### src/lcb_pkg.sv
// Shared types and constants for the byte-budget LRU cache.
// Used by the channel interfaces, the controller, the datapath and the top level.
`default_nettype none

package lcb_pkg;

    localparam int TOTAL_W = 40;
    localparam int CFG_IDX_W = 1;
    localparam int CFG_DATA_W = 32;

    localparam logic [CFG_IDX_W-1:0] REG_BYTE_LIMIT  = 1'b0;
    localparam logic [CFG_IDX_W-1:0] REG_EVICT_FLOOR = 1'b1;

    typedef struct packed {
        logic        mode;
        logic [63:0] key;
        logic [31:0] item_bytes;
    } req_t;

    typedef struct packed {
        logic               hit;
        logic [4:0]         evicted;
        logic [TOTAL_W-1:0] bytes_held;
        logic [4:0]         entries_held;
        logic [31:0]        hit_total;
        logic [31:0]        miss_total;
    } rsp_t;

    typedef enum logic [3:0] {
        ST_IDLE,
        ST_DISPATCH,
        ST_LK_CMP,
        ST_UNLINK,
        ST_LINK,
        ST_RG_CHK,
        ST_EVB_DO,
        ST_EVB_CHK,
        ST_RG_FULL,
        ST_EVF_DO,
        ST_ALLOC,
        ST_POP,
        ST_INSERT,
        ST_FIN
    } ctl_state_t;

    typedef enum logic [3:0] {
        OP_NONE,
        OP_CAPTURE,
        OP_LK_START,
        OP_LK_STEP,
        OP_HIT,
        OP_MISS,
        OP_UNLINK,
        OP_LINK_FRONT,
        OP_ADD,
        OP_EV_RD,
        OP_EV_DO,
        OP_ALLOC_RD,
        OP_ALLOC_FILL,
        OP_POP,
        OP_INSERT,
        OP_PUBLISH
    } dp_op_t;

    typedef struct packed {
        dp_op_t op;
    } dp_cmd_t;

    typedef struct packed {
        logic mode;
        logic used_zero;
        logic tag_match;
        logic last_entry;
        logic cur_is_front;
        logic evict_trig;
        logic keep_evict;
        logic full;
        logic have_free;
        logic out_free;
    } dp_stat_t;

endpackage

`default_nettype wire

### src/lcb_req_if.sv
// Request channel interface: valid/ready handshake with one request item.
// Depends on lcb_pkg for the payload type.
`default_nettype none

interface lcb_req_if
    import lcb_pkg::*;
();
    logic valid;
    logic ready;
    req_t data;

    modport source (output valid, output data, input ready);
    modport sink (input valid, input data, output ready);
endinterface

`default_nettype wire

### src/lcb_rsp_if.sv
// Response channel interface: valid/ready handshake with one result item.
// Depends on lcb_pkg for the payload type.
`default_nettype none

interface lcb_rsp_if
    import lcb_pkg::*;
();
    logic valid;
    logic ready;
    rsp_t data;

    modport source (output valid, output data, input ready);
    modport sink (input valid, input data, output ready);
endinterface

`default_nettype wire

### src/lcb_ctrl.sv
// Sequencing FSM of the cache: issues at most one datapath command per cycle.
// Depends on lcb_pkg for the state, command and status types.
`default_nettype none

module lcb_ctrl
    import lcb_pkg::*;
(
    input  wire logic     clk,
    input  wire logic     rst_n,
    input  wire logic     in_valid,
    output logic          in_ready,
    input  wire dp_stat_t stat,
    output dp_cmd_t       cmd
);

    ctl_state_t state_reg;
    ctl_state_t state_next;

    always_ff @(posedge clk or negedge rst_n)
    begin
        if (!rst_n)
        begin
            state_reg <= ST_IDLE;
        end
        else
        begin
            state_reg <= state_next;
        end
    end

    always_comb
    begin
        state_next = state_reg;
        cmd.op     = OP_NONE;
        in_ready   = 1'b0;
        case (state_reg)
            ST_IDLE:
            begin
                in_ready = 1'b1;
                if (in_valid)
                begin
                    cmd.op     = OP_CAPTURE;
                    state_next = ST_DISPATCH;
                end
            end
            ST_DISPATCH:
            begin
                if (stat.mode)
                begin
                    cmd.op     = OP_ADD;
                    state_next = ST_RG_CHK;
                end
                else if (stat.used_zero)
                begin
                    cmd.op     = OP_MISS;
                    state_next = ST_FIN;
                end
                else
                begin
                    cmd.op     = OP_LK_START;
                    state_next = ST_LK_CMP;
                end
            end
            ST_LK_CMP:
            begin
                if (stat.tag_match)
                begin
                    cmd.op     = OP_HIT;
                    state_next = stat.cur_is_front ? ST_FIN : ST_UNLINK;
                end
                else if (stat.last_entry)
                begin
                    cmd.op     = OP_MISS;
                    state_next = ST_FIN;
                end
                else
                begin
                    cmd.op     = OP_LK_STEP;
                    state_next = ST_LK_CMP;
                end
            end
            ST_UNLINK:
            begin
                cmd.op     = OP_UNLINK;
                state_next = ST_LINK;
            end
            ST_LINK:
            begin
                cmd.op     = OP_LINK_FRONT;
                state_next = ST_FIN;
            end
            ST_RG_CHK:
            begin
                if (stat.evict_trig)
                begin
                    cmd.op     = OP_EV_RD;
                    state_next = ST_EVB_DO;
                end
                else
                begin
                    state_next = ST_RG_FULL;
                end
            end
            ST_EVB_DO:
            begin
                cmd.op     = OP_EV_DO;
                state_next = ST_EVB_CHK;
            end
            ST_EVB_CHK:
            begin
                if (stat.keep_evict)
                begin
                    cmd.op     = OP_EV_RD;
                    state_next = ST_EVB_DO;
                end
                else
                begin
                    state_next = ST_RG_FULL;
                end
            end
            ST_RG_FULL:
            begin
                if (stat.full)
                begin
                    cmd.op     = OP_EV_RD;
                    state_next = ST_EVF_DO;
                end
                else
                begin
                    state_next = ST_ALLOC;
                end
            end
            ST_EVF_DO:
            begin
                cmd.op     = OP_EV_DO;
                state_next = ST_ALLOC;
            end
            ST_ALLOC:
            begin
                if (stat.have_free)
                begin
                    cmd.op     = OP_ALLOC_RD;
                    state_next = ST_POP;
                end
                else
                begin
                    cmd.op     = OP_ALLOC_FILL;
                    state_next = ST_INSERT;
                end
            end
            ST_POP:
            begin
                cmd.op     = OP_POP;
                state_next = ST_INSERT;
            end
            ST_INSERT:
            begin
                cmd.op     = OP_INSERT;
                state_next = ST_FIN;
            end
            ST_FIN:
            begin
                if (stat.out_free)
                begin
                    cmd.op     = OP_PUBLISH;
                    state_next = ST_IDLE;
                end
            end
            default:
            begin
                state_next = ST_IDLE;
            end
        endcase
    end

endmodule

`default_nettype wire

### src/lcb_dp.sv
// Datapath of the cache: entry memories, list pointers, totals, counters and
// the output register. Depends on lcb_pkg; driven by commands from lcb_ctrl.
`default_nettype none

module lcb_dp
    import lcb_pkg::*;
#(
    parameter int SLOTS    = 16,
    parameter int TAG_BITS = 64
)
(
    input  wire logic                  clk,
    input  wire logic                  rst_n,
    input  wire dp_cmd_t               cmd,
    output dp_stat_t                   stat,
    input  wire req_t                  req_data,
    input  wire logic                  cfg_we,
    input  wire logic [CFG_IDX_W-1:0]  cfg_index,
    input  wire logic [CFG_DATA_W-1:0] cfg_data,
    output logic                       out_valid,
    input  wire logic                  out_ready,
    output rsp_t                       out_data
);

    localparam int SLOT_W = (SLOTS > 1) ? $clog2(SLOTS) : 1;
    localparam int CNT_W  = $clog2(SLOTS + 1);

    // Entry memories, one read address shared by all four, read data registered.
    logic [TAG_BITS-1:0] tag_mem  [SLOTS];
    logic [31:0]         size_mem [SLOTS];
    logic [SLOT_W-1:0]   next_mem [SLOTS];
    logic [SLOT_W-1:0]   prev_mem [SLOTS];

    logic [TAG_BITS-1:0] tag_q;
    logic [31:0]         size_q;
    logic [SLOT_W-1:0]   next_q;
    logic [SLOT_W-1:0]   prev_q;

    logic                rd_en;
    logic [SLOT_W-1:0]   rd_addr;

    logic                tag_we;
    logic                size_we;
    logic                next_we;
    logic [SLOT_W-1:0]   next_waddr;
    logic [SLOT_W-1:0]   next_wdata;
    logic                prev_we;
    logic [SLOT_W-1:0]   prev_waddr;
    logic [SLOT_W-1:0]   prev_wdata;

    logic [31:0]         limit_reg;
    logic [31:0]         floor_reg;

    logic                mode_reg;
    logic [TAG_BITS-1:0] key_reg;
    logic [31:0]         bytes_reg;
    logic                hit_reg;
    logic [CNT_W-1:0]    evict_cnt_reg;

    logic [SLOT_W-1:0]   front_reg;
    logic [SLOT_W-1:0]   back_reg;
    logic [SLOT_W-1:0]   free_head_reg;
    logic [SLOT_W-1:0]   cur_reg;
    logic [CNT_W-1:0]    idx_reg;
    logic [CNT_W-1:0]    used_reg;
    logic [CNT_W-1:0]    fill_reg;
    logic [TOTAL_W-1:0]  total_reg;
    logic [31:0]         hit_cnt_reg;
    logic [31:0]         miss_cnt_reg;

    logic                out_valid_reg;
    rsp_t                out_data_reg;

    logic [TOTAL_W:0]    sum_wide;
    logic [TOTAL_W-1:0]  total_add;
    logic [TOTAL_W-1:0]  total_sub;

    assign sum_wide  = {1'b0, total_reg} + {{(TOTAL_W - 31){1'b0}}, bytes_reg};
    assign total_add = sum_wide[TOTAL_W] ? {TOTAL_W{1'b1}} : sum_wide[TOTAL_W-1:0];
    assign total_sub = (total_reg > {{(TOTAL_W - 32){1'b0}}, size_q})
                       ? total_reg - {{(TOTAL_W - 32){1'b0}}, size_q}
                       : '0;

    assign stat.mode         = mode_reg;
    assign stat.used_zero    = (used_reg == '0);
    assign stat.tag_match    = (tag_q == key_reg);
    assign stat.last_entry   = ((idx_reg + CNT_W'(1)) == used_reg);
    assign stat.cur_is_front = (cur_reg == front_reg);
    assign stat.evict_trig   = (limit_reg != '0)
                               && ({{(TOTAL_W - 32){1'b0}}, limit_reg} <= total_reg)
                               && (used_reg != '0);
    assign stat.keep_evict   = (used_reg != '0)
                               && ({{(TOTAL_W - 32){1'b0}}, floor_reg} < total_reg);
    assign stat.full         = (used_reg == CNT_W'(SLOTS));
    assign stat.have_free    = (used_reg < fill_reg);
    assign stat.out_free     = !out_valid_reg || out_ready;

    assign out_valid = out_valid_reg;
    assign out_data  = out_data_reg;

    // Read address and memory write controls for the current command.
    always_comb
    begin
        rd_en      = 1'b0;
        rd_addr    = front_reg;
        tag_we     = 1'b0;
        size_we    = 1'b0;
        next_we    = 1'b0;
        next_waddr = cur_reg;
        next_wdata = front_reg;
        prev_we    = 1'b0;
        prev_waddr = front_reg;
        prev_wdata = cur_reg;
        case (cmd.op)
            OP_LK_START:
            begin
                rd_en   = 1'b1;
                rd_addr = front_reg;
            end
            OP_LK_STEP:
            begin
                rd_en   = 1'b1;
                rd_addr = next_q;
            end
            OP_UNLINK:
            begin
                if (cur_reg != back_reg)
                begin
                    prev_we    = 1'b1;
                    prev_waddr = next_q;
                    prev_wdata = prev_q;
                    next_we    = 1'b1;
                    next_waddr = prev_q;
                    next_wdata = next_q;
                end
            end
            OP_LINK_FRONT:
            begin
                next_we = 1'b1;
                prev_we = 1'b1;
            end
            OP_EV_RD:
            begin
                rd_en   = 1'b1;
                rd_addr = back_reg;
            end
            OP_EV_DO:
            begin
                // The evicted slot goes onto the free list through its next link.
                next_we    = 1'b1;
                next_waddr = back_reg;
                next_wdata = free_head_reg;
            end
            OP_ALLOC_RD:
            begin
                rd_en   = 1'b1;
                rd_addr = free_head_reg;
            end
            OP_INSERT:
            begin
                tag_we  = 1'b1;
                size_we = 1'b1;
                next_we = 1'b1;
                prev_we = (used_reg != '0);
            end
            default:
            begin
                rd_en = 1'b0;
            end
        endcase
    end

    always_ff @(posedge clk)
    begin
        if (tag_we)
        begin
            tag_mem[cur_reg] <= key_reg;
        end
        if (size_we)
        begin
            size_mem[cur_reg] <= bytes_reg;
        end
        if (next_we)
        begin
            next_mem[next_waddr] <= next_wdata;
        end
        if (prev_we)
        begin
            prev_mem[prev_waddr] <= prev_wdata;
        end
        if (rd_en)
        begin
            tag_q  <= tag_mem[rd_addr];
            size_q <= size_mem[rd_addr];
            next_q <= next_mem[rd_addr];
            prev_q <= prev_mem[rd_addr];
        end
    end

    // Captured request, lookup cursor and index, and result payload.
    always_ff @(posedge clk)
    begin
        case (cmd.op)
            OP_CAPTURE:
            begin
                mode_reg  <= req_data.mode;
                key_reg   <= req_data.key[TAG_BITS-1:0];
                bytes_reg <= req_data.item_bytes;
            end
            OP_LK_START:
            begin
                cur_reg <= front_reg;
                idx_reg <= '0;
            end
            OP_LK_STEP:
            begin
                cur_reg <= next_q;
                idx_reg <= idx_reg + CNT_W'(1);
            end
            OP_ALLOC_FILL:
            begin
                cur_reg <= fill_reg[SLOT_W-1:0];
            end
            OP_POP:
            begin
                cur_reg <= free_head_reg;
            end
            OP_PUBLISH:
            begin
                out_data_reg.hit          <= hit_reg;
                out_data_reg.evicted      <= 5'(evict_cnt_reg);
                out_data_reg.bytes_held   <= total_reg;
                out_data_reg.entries_held <= 5'(used_reg);
                out_data_reg.hit_total    <= hit_cnt_reg;
                out_data_reg.miss_total   <= miss_cnt_reg;
            end
            default:
            begin
                cur_reg <= cur_reg;
            end
        endcase
    end

    // Configuration registers, cache control state, totals and counters.
    always_ff @(posedge clk or negedge rst_n)
    begin
        if (!rst_n)
        begin
            limit_reg     <= '0;
            floor_reg     <= '0;
            hit_reg       <= 1'b0;
            evict_cnt_reg <= '0;
            front_reg     <= '0;
            back_reg      <= '0;
            free_head_reg <= '0;
            used_reg      <= '0;
            fill_reg      <= '0;
            total_reg     <= '0;
            hit_cnt_reg   <= '0;
            miss_cnt_reg  <= '0;
            out_valid_reg <= 1'b0;
        end
        else
        begin
            if (cfg_we)
            begin
                case (cfg_index)
                    REG_BYTE_LIMIT:  limit_reg <= cfg_data;
                    REG_EVICT_FLOOR: floor_reg <= cfg_data;
                    default:         limit_reg <= limit_reg;
                endcase
            end

            if (out_valid_reg && out_ready && (cmd.op != OP_PUBLISH))
            begin
                out_valid_reg <= 1'b0;
            end

            case (cmd.op)
                OP_CAPTURE:
                begin
                    hit_reg       <= 1'b0;
                    evict_cnt_reg <= '0;
                end
                OP_HIT:
                begin
                    hit_reg     <= 1'b1;
                    hit_cnt_reg <= hit_cnt_reg + 32'd1;
                end
                OP_MISS:
                begin
                    miss_cnt_reg <= miss_cnt_reg + 32'd1;
                end
                OP_UNLINK:
                begin
                    if (cur_reg == back_reg)
                    begin
                        back_reg <= prev_q;
                    end
                end
                OP_LINK_FRONT:
                begin
                    front_reg <= cur_reg;
                end
                OP_ADD:
                begin
                    total_reg <= total_add;
                end
                OP_EV_DO:
                begin
                    total_reg     <= total_sub;
                    if (used_reg > CNT_W'(1))
                    begin
                        back_reg <= prev_q;
                    end
                    free_head_reg <= back_reg;
                    used_reg      <= used_reg - CNT_W'(1);
                    evict_cnt_reg <= evict_cnt_reg + CNT_W'(1);
                end
                OP_ALLOC_FILL:
                begin
                    fill_reg <= fill_reg + CNT_W'(1);
                end
                OP_POP:
                begin
                    free_head_reg <= next_q;
                end
                OP_INSERT:
                begin
                    if (used_reg == '0)
                    begin
                        back_reg <= cur_reg;
                    end
                    front_reg <= cur_reg;
                    used_reg  <= used_reg + CNT_W'(1);
                end
                OP_PUBLISH:
                begin
                    out_valid_reg <= 1'b1;
                end
                default:
                begin
                    hit_reg <= hit_reg;
                end
            endcase
        end
    end

endmodule

`default_nettype wire

### src/lru_cache_byte_budget.sv
// Top level of the byte-budget LRU cache: controller plus datapath.
// Depends on lcb_pkg, lcb_req_if, lcb_rsp_if, lcb_ctrl and lcb_dp.
//
// Usage: requests arrive on req (mode, key, item_bytes) with a valid/ready
// handshake; each request yields exactly one result on rsp. A lookup walks
// the recency list from the front, one entry per cycle, then moves a hit
// that is not yet at the front there with an unlink step and a link step.
// A register adds the size to the byte total and evicts from the back with
// a read step and an evict step per evicted entry, then allocates and
// inserts a slot. One request is in work at a time; the result sits in an
// output register, so a new request is taken while a finished result waits
// for the receiver. If the receiver stalls, the next result waits in the
// last step until the output register frees up. Reset empties the cache and
// clears totals, counters and both configuration registers; no clearing
// pass is needed.
// Configuration writes (cfg_we, cfg_index, cfg_data) take effect at once.
`default_nettype none

module lru_cache_byte_budget
    import lcb_pkg::*;
#(
    parameter int SLOTS    = 16,
    parameter int TAG_BITS = 64
)
(
    input  wire logic                  clk,
    input  wire logic                  rst_n,
    lcb_req_if.sink                    req,
    lcb_rsp_if.source                  rsp,
    input  wire logic                  cfg_we,
    input  wire logic [CFG_IDX_W-1:0]  cfg_index,
    input  wire logic [CFG_DATA_W-1:0] cfg_data
);

    dp_cmd_t  cmd;
    dp_stat_t stat;

    lcb_ctrl u_ctrl (
        .clk      (clk),
        .rst_n    (rst_n),
        .in_valid (req.valid),
        .in_ready (req.ready),
        .stat     (stat),
        .cmd      (cmd)
    );

    lcb_dp #(
        .SLOTS    (SLOTS),
        .TAG_BITS (TAG_BITS)
    ) u_dp (
        .clk       (clk),
        .rst_n     (rst_n),
        .cmd       (cmd),
        .stat      (stat),
        .req_data  (req.data),
        .cfg_we    (cfg_we),
        .cfg_index (cfg_index),
        .cfg_data  (cfg_data),
        .out_valid (rsp.valid),
        .out_ready (rsp.ready),
        .out_data  (rsp.data)
    );

endmodule

`default_nettype wire

### src/flat_wrapper.sv
// flat-port wrapper written by rule: the top's interface ports become plain ports
module lru_cache_byte_budget_flat import lcb_pkg::*;
#(
    parameter int SLOTS    = 16,
    parameter int TAG_BITS = 64
)
  (clk, rst_n, cfg_we, cfg_index, cfg_data, req_valid, req_data, req_ready, rsp_valid, rsp_data, rsp_ready);
  lcb_req_if req_i ();
  lcb_rsp_if rsp_i ();
  input  wire logic clk;
  input  wire logic rst_n;
  input  wire logic cfg_we;
  input  wire logic [CFG_IDX_W-1:0] cfg_index;
  input  wire logic [CFG_DATA_W-1:0] cfg_data;
  input wire logic [$bits(req_i.valid)-1:0] req_valid;
  input wire logic [$bits(req_i.data)-1:0] req_data;
  output wire logic [$bits(req_i.ready)-1:0] req_ready;
  output wire logic [$bits(rsp_i.valid)-1:0] rsp_valid;
  output wire logic [$bits(rsp_i.data)-1:0] rsp_data;
  input wire logic [$bits(rsp_i.ready)-1:0] rsp_ready;
  assign req_i.valid = req_valid;
  assign req_i.data = req_data;
  assign req_ready = req_i.ready;
  assign rsp_valid = rsp_i.valid;
  assign rsp_data = rsp_i.data;
  assign rsp_i.ready = rsp_ready;
  lru_cache_byte_budget #(.SLOTS(SLOTS), .TAG_BITS(TAG_BITS)) u_core (.clk(clk), .rst_n(rst_n), .req(req_i), .rsp(rsp_i), .cfg_we(cfg_we), .cfg_index(cfg_index), .cfg_data(cfg_data));
endmodule
### config.mk
export PLATFORM = sky130hd
export DESIGN_NAME = lru_cache_byte_budget_flat
export DESIGN_NICKNAME = d
export VERILOG_FILES = /design/src/lcb_pkg.sv /design/src/lcb_req_if.sv /design/src/lcb_rsp_if.sv /design/src/lcb_ctrl.sv /design/src/lcb_dp.sv /design/src/lru_cache_byte_budget.sv /design/src/flat_wrapper.sv
export SDC_FILE = /design/constraint.sdc
export NUM_CORES = 2
export LEC_CHECK = 0
export BUFFER_PORTS_ARGS = -buffer_cell sky130_fd_sc_hd__buf_4
export CAP_MARGIN = 30
export CORE_UTILIZATION = 62
export DETAILED_ROUTE_END_ITERATION = 8
export HOLD_SLACK_MARGIN = 0.05
export PLACE_DENSITY = 0.78
export SETUP_SLACK_MARGIN = 0.2
export SYNTH_ARGS = -nofsm -noshare
export SYNTH_HDL_FRONTEND = slang
export SYNTH_SLANG_ARGS = --single-unit
### constraint.sdc
create_clock -name clk -period 11.5 [get_ports clk]
set_clock_uncertainty 0.1 [all_clocks]
set_input_delay 2.3 -clock clk [delete_from_list [all_inputs] [get_ports clk]]
set_output_delay 2.3 -clock clk [all_outputs]
set_load 0.01 [all_outputs]
; ---- Word-level counts from Yosys, hierarchy flattened
; Memory sizes are Yosys's and may differ from the RTL's. A register that Yosys moved wholly into a read port is not among the register bits.
; Cells that the tools add are included.
[op_classes]
addsub = 9
mul = 0
div = 0
n_lt_le_gt_ge = 5
n_eq_ne = 40
n_shift = 0
n_mux = 56
n_bitwise = 1
reduce_logical = 29
[op_table]
columns = operator, count
row1 = one-hot mux 4 bit (13 select lines), 2
row2 = 2-to-1 mux 4 bit, 21
row3 = 2-to-1 mux 40 bit, 2
row4 = one-hot mux 40 bit (2 select lines), 1
row5 = adder 32 x 1 -> 32 bit (second input constant), 2
row6 = == test 64 bit, 1
row7 = == test 4 bit (second input constant), 14
row8 = adder 40 x 32 -> 41 bit, 1
row9 = greater-than comparator 40 x 32 -> 1 bit, 1
row10 = less-or-equal comparator 32 x 40 -> 1 bit, 1
row11 = less-than comparator 32 x 40 -> 1 bit, 1
row12 = subtractor 40 x 32 -> 40 bit, 1
row13 = == test 4 x 3 -> 1 bit (second input constant), 8
row14 = nonzero test 32 bit, 1
row15 = one-hot mux 5 bit (2 select lines), 3
row16 = one-hot mux 4 bit (2 select lines), 3
row17 = one-hot mux 4 bit (3 select lines), 2
row18 = adder 5 x 1 -> 5 bit (second input constant), 4
row19 = == test 4 x 2 -> 1 bit (second input constant), 4
row20 = one-hot mux 4 bit (4 select lines), 1
row21 = nonzero test 2 bit, 7
row22 = 2-to-1 mux 1 bit, 13
row23 = 2-to-1 mux 3 bit, 4
row24 = == test 4 x 1 -> 1 bit (second input constant), 2
row25 = 27 further kinds, 40
[word_totals]
reg_bits = 422
latch_bits = 0
ramBits = 1664
mem_bits_ro = 0
in_bits = 135
output_inout_bits = 117
elab_cells = 169
n_memories = 4
[memory_table]
columns = name, depth, width, read_ports, rd_ports_with_merged_regs, wr, line
row1 = u_core.u_dp.tag_mem, 16, 64, 1, 1, 1, lcb_dp.sv:29  ; logic [TAG_BITS-1:0] tag_mem [SLOTS];
row2 = u_core.u_dp.size_mem, 16, 32, 1, 1, 1, lcb_dp.sv:30  ; logic [31:0] size_mem [SLOTS];
row3 = u_core.u_dp.next_mem, 16, 4, 1, 1, 1, lcb_dp.sv:31  ; logic [SLOT_W-1:0] next_mem [SLOTS];
row4 = u_core.u_dp.prev_mem, 16, 4, 1, 1, 1, lcb_dp.sv:32  ; logic [SLOT_W-1:0] prev_mem [SLOTS];

; ---- Longest topological paths before layout
[depth]
ltp_word = 10
depth_mapped = 17
ltp_nobuf = 16

; ---- Modules after synthesis
; From an unflattened synthesis, not the netlist that was laid out.
[hier_totals]
hier_cells = 6651
area_unflattened_um2 = 91689.2
[by_module_without_submodules]
columns = mod, instances, cells_each, area_each_um2, seq_area_each_um2
row1 = lcb_dp, 1, 6571, 91102.4, 64657.0
row2 = lcb_ctrl, 1, 80, 586.8, 100.1

; ---- Least setup slack after synthesis
; No wires, ideal clock.
[synth_path]
path_kind = in2reg
startpoint = input port rsp_ready
endpoint = register u_core.u_dp.next_q[0], read port of u_core.u_dp.next_mem (enable)
setup_time_ns = 0.710
arrival_ns = 10.245
t_required_ns = 10.690
setup_slack_ns = 0.445
stages = 5
path_buffers = 0
path_cell_list = nor2b_1 -> o21ai_0 -> o21ai_1 -> nand4b_1 -> o21ai_0
[synth_between]
elab_chain_len = 6
word_cells_on_any_way = 10
classes_between = 4 x eq/ne / 4 x mux / 2 x reduce/logical
[synth_rtl]
columns = element, line
row1 = "start, declared", flat_wrapper.sv:20  ; input wire logic [$bits(rsp_i.ready)-1:0] rsp_ready;
row2 = logical OR 1 bit *, lcb_dp.sv:96  ; assign stat.out_free = !out_valid_reg || out_ready;
row3 = 2-to-1 mux 4 bit *, lcb_ctrl.sv:163  ; if (stat.out_free)
row4 = one-hot mux 4 bit (13 select lines) *, lcb_ctrl.sv:36  ; case (state_reg)
row5 = == test 4 x 2 -> 1 bit or == test 4 bit (tied branches), lcb_dp.sv:114  ; case (cmd.op)
row6 = OR reduction 4 bit (no source line) *, -
row7 = 2-to-1 mux 1 bit *, lcb_dp.sv:114
row8 = via u_core.u_dp.rd_en, lcb_dp.sv:39  ; logic rd_en;
row9 = "end, declared", lcb_dp.sv:36  ; logic [SLOT_W-1:0] next_q;
; Mark *: on every way through the listed nets, which the timed path passes. The rest lies on a longest branch.
; A chain may end at the register's enable or synchronous reset.

; ---- Final worst setup path
[layout_path]
startpoint = register u_core.u_dp.key_reg[15]
endpoint = register u_core.u_dp.tag_q[33], read port of u_core.u_dp.tag_mem (data pin)
[layout_between]
elab_chain_len = 6
word_cells_on_any_way = 10
classes_between = 5 x eq/ne / 4 x mux / 1 x reduce/logical
[layout_rtl]
columns = element, line
row1 = "start, declared", lcb_dp.sv:55  ; logic [TAG_BITS-1:0] key_reg;
row2 = "start signal, assigned", lcb_dp.sv:207  ; key_reg <= req_data.key[TAG_BITS-1:0];
row3 = == test 64 bit *, lcb_dp.sv:86  ; assign stat.tag_match = (tag_q == key_reg);
row4 = 2-to-1 mux 3 bit *, lcb_ctrl.sv:66  ; if (stat.tag_match)
row5 = one-hot mux 4 bit (13 select lines) *, lcb_ctrl.sv:36
row6 = == test 4 x 2 -> 1 bit or == test 4 bit (tied branches), lcb_dp.sv:114
row7 = OR reduction 4 bit (no source line), -
row8 = 2-to-1 mux 1 bit, lcb_dp.sv:114
row9 = "end, declared", lcb_dp.sv:34  ; logic [TAG_BITS-1:0] tag_q;
; Mark *: on every way between the ends. The rest lies on a longest branch, timed or not.

==> out/qor.yml <==
worstSetupEndpointType: "register"
cts_tree: "yes"
setup_ws_ns: 4.18
clock_sinks: 2190
grt_use_met3_pct: 3.60
grt_util_met2_pct: 44.7
cts-resized-gates: 0
syn_to_final_growth_pct: 12.5
slew_headroom_pct: 29.2
fp-row-count: 140
finalPower_mw: 30.6
antenna_left: 0
grt_max_degree: 136
fin_nets: 6139
ys_seq_area_share_pct: 71.3
syn_avg_cell_area_um2: 16.3
drt_iter0_markers: 4989
holdBufCountCts: 0
synthArstFlopShare_pct: 9.18
dp_hpwl_mm: 111
vias_per_cell: 6.28
hold_viol_final: 0
slew_viol_final: 0
path_max_fanout: 129
outcome: "completed"
largest_register_ffs: 1024
clock_path_buffers: 3
die_area_mm2: 0.148
synth_cell_type_count: 82
holdCritPathClass: "reg -> reg"
rsz0062_at_grt: "no"
yosysTopAreaCellShare_pct: 65.7
maxCapViolations: 0
drive_gt1_share_pct: 12.5
netlist_instances: 5566
syn_nets: 5842
routed_wl_mm: 206
post_drt_wl_per_cell_um: 25.9
critical_path_required_ns: 11.99
synth_edf_count: 1989
grt_pass1_wl_mm: 303
ys_top_cells_by_area: "edfxtp_1 66%, mux2i_1 14%, dfrtp_1 5.5%"
routabilityCongestion: 0.912
path_clk_slew_ns: 0.06
path_class: "reg -> reg"
drc: 0
synth-main-ff-cell: "edfxtp_1"
cts_root_buf: "clkbuf_16"
post_cts_buffers: 0
vdd.ir_drop.worst_uv: 512
final_area_mm2: 0.102
p_per_area_mw_per_mm2: 299
grt_pass1_vias: 49100
setup_violations: 0
fp.dieH_um: 385
core_area_mm2: 0.146
tns_ns: 0
min_period_ns: 7.32
gr-max-usage-layer: "met2"
ys_ff_latch: 2190
fillCellCount: 9148
p_leak_nw: 39.8
numCtsBuffers: 207
fp.dieW_um: 385
via_count: 50000
ios: 252
grtUsageMet1_pct: 39.0
arrival_ns: 7.81
grt_antenna_before_repair: 3
fmax_mhz: 137
preCtsSetupSlack_ns: 4.45
portBuffers: 251
grt_usage_pct: 27.5
start_kind: "register"
ys_warn_count: 0
period_share_pct: 63.7
synthesis.area_mm2: 0.0909
first_pass_iters: 8
clk_latency_ns: 0.85
worstMarginPinSlew_ns: 1.06
initial_utilization_pct: 62.4
h-tree-depth: 4
synth_top_area_cell: "edfxtp_1"
placed_cell_area_mm2: 0.0951
overflow: 0
-- per-layer routing --
| metal | share of wire (%) | wire (um) |
|---|---|---|
| met4 | 2.9 | 5920 |
| met3 | 7.4 | 15200 |
| met1 | 42 | 85800 |
| met2 | 48 | 99200 |
| met5 | 0 | 0 |
-- cells by family after synthesis --
family / synth area share, %
AO/OA/AOI/OAI: 4.72
XOR/XNOR: 2.02
adder cells (fa/ha/maj): 1.96
buffers and inverters: 1.82
flip-flops: 71.3
multiplexers: 14.6
AND/OR/NAND/NOR: 3.59
-- where the power goes --
part,switching [mW],internal [mW],total (mW)
combinational,7.64,5.38,13.0
sequential,0.687,9.96,10.7
clock,2.91,4.00,6.91
-- stage by stage --
step           util, %  cells  hold WS [ns]
6_report          70.2   7958         0.347
5_1_grt           70.2   7958         0.358
4_1_cts           70.1   7952         0.348
3_5_place_dp      65.4   7566         0.332
3_3_place_gp      65.2   7555         0.339
2_1_floorplan        -   5566         0.323
-- path summary, 6_finish.rpt --
path / slack [ns] / depth (start not counted) / from / to
min in group asynchronous: 1.35 / 1 / rst_n / u_core.u_dp.limit_reg[3]
worst min-delay path: 0.35 / 0 / u_core.u_dp.miss_cnt_reg[18] / u_core.u_dp.out_data[18]
max in group asynchronous: 8.00 / 4 / rst_n / u_core.u_dp.hit_cnt_reg[9]
worst max register to register: 4.18 / 14 / u_core.u_dp.key_reg[15] / u_core.u_dp.tag_q[33]
worst max-delay path: 4.18 / 14 / u_core.u_dp.key_reg[15] / u_core.u_dp.tag_q[33]
worst min register to register: 0.35 / 0 / u_core.u_dp.miss_cnt_reg[18] / u_core.u_dp.out_data[18]
-- critical path, stage by stage (launching register included) --
cell,delay [ns]
edfxtp_1,0.68
xor2_1,0.24
nor4_1,0.87
nand4_1,0.46
nor4_4,1.01
nor3_2,0.26
a222oi_1,0.44
o211ai_1,0.22
a221oi_4,0.26
buf_12,0.56
buf_12,0.67
mux2i_1,0.28
mux2i_1,0.12
o22ai_1,0.23
nor2_1,0.08
-- cells in the final DEF (no fill, tap or decap), types with 23 or more instances in the layout --
cell,synthesis,layout
dfrtp_1,201,201
bufinv_16,0,28
a211o_1,23,23
a31oi_1,28,28
o21ai_0,82,80
clkbuf_1,86,45
buf_4,32,305
clkbuf_16,0,210
a21oi_1,117,117
inv_1,111,110
nand4_1,43,43
nor4_1,39,35
edfxtp_1,1989,1989
clkinv_2,0,41
mux2i_1,1249,1249
nor2_1,251,237
xnor2_1,102,102
nand2_1,145,143
o22ai_1,223,223
ha_1,139,139
a21o_1,40,40
clkinv_1,0,40
nand3_1,63,63
xor2_1,102,102
mux2_2,71,71
-- area by class of cell --
cell class	instances	area (um2)	area share (%)
diodes	1	2.50	0.00245
clock buffers	257	5450	5.33
well taps	1917	2400	2.35
flip-flops and latches	2190	64800	63.4
clock inverters	129	1490	1.46
repair buffers	336	2970	2.91
inverters	113	429	0.420
multi-input cells	3015	24700	24.2
-- cells in the mapped netlist (all sizes together), types with 99 or more instances --
cell type / n
a21oi: 117
buf: 149
clkbuf: 99
dfrtp: 201
edfxtp: 1989
ha: 139
inv: 113
mux2i: 1249
nand2: 145
nor2: 251
o21ai: 100
o22ai: 223
xnor2: 102
xor2: 102
Power figures use the tool's default switching activity.
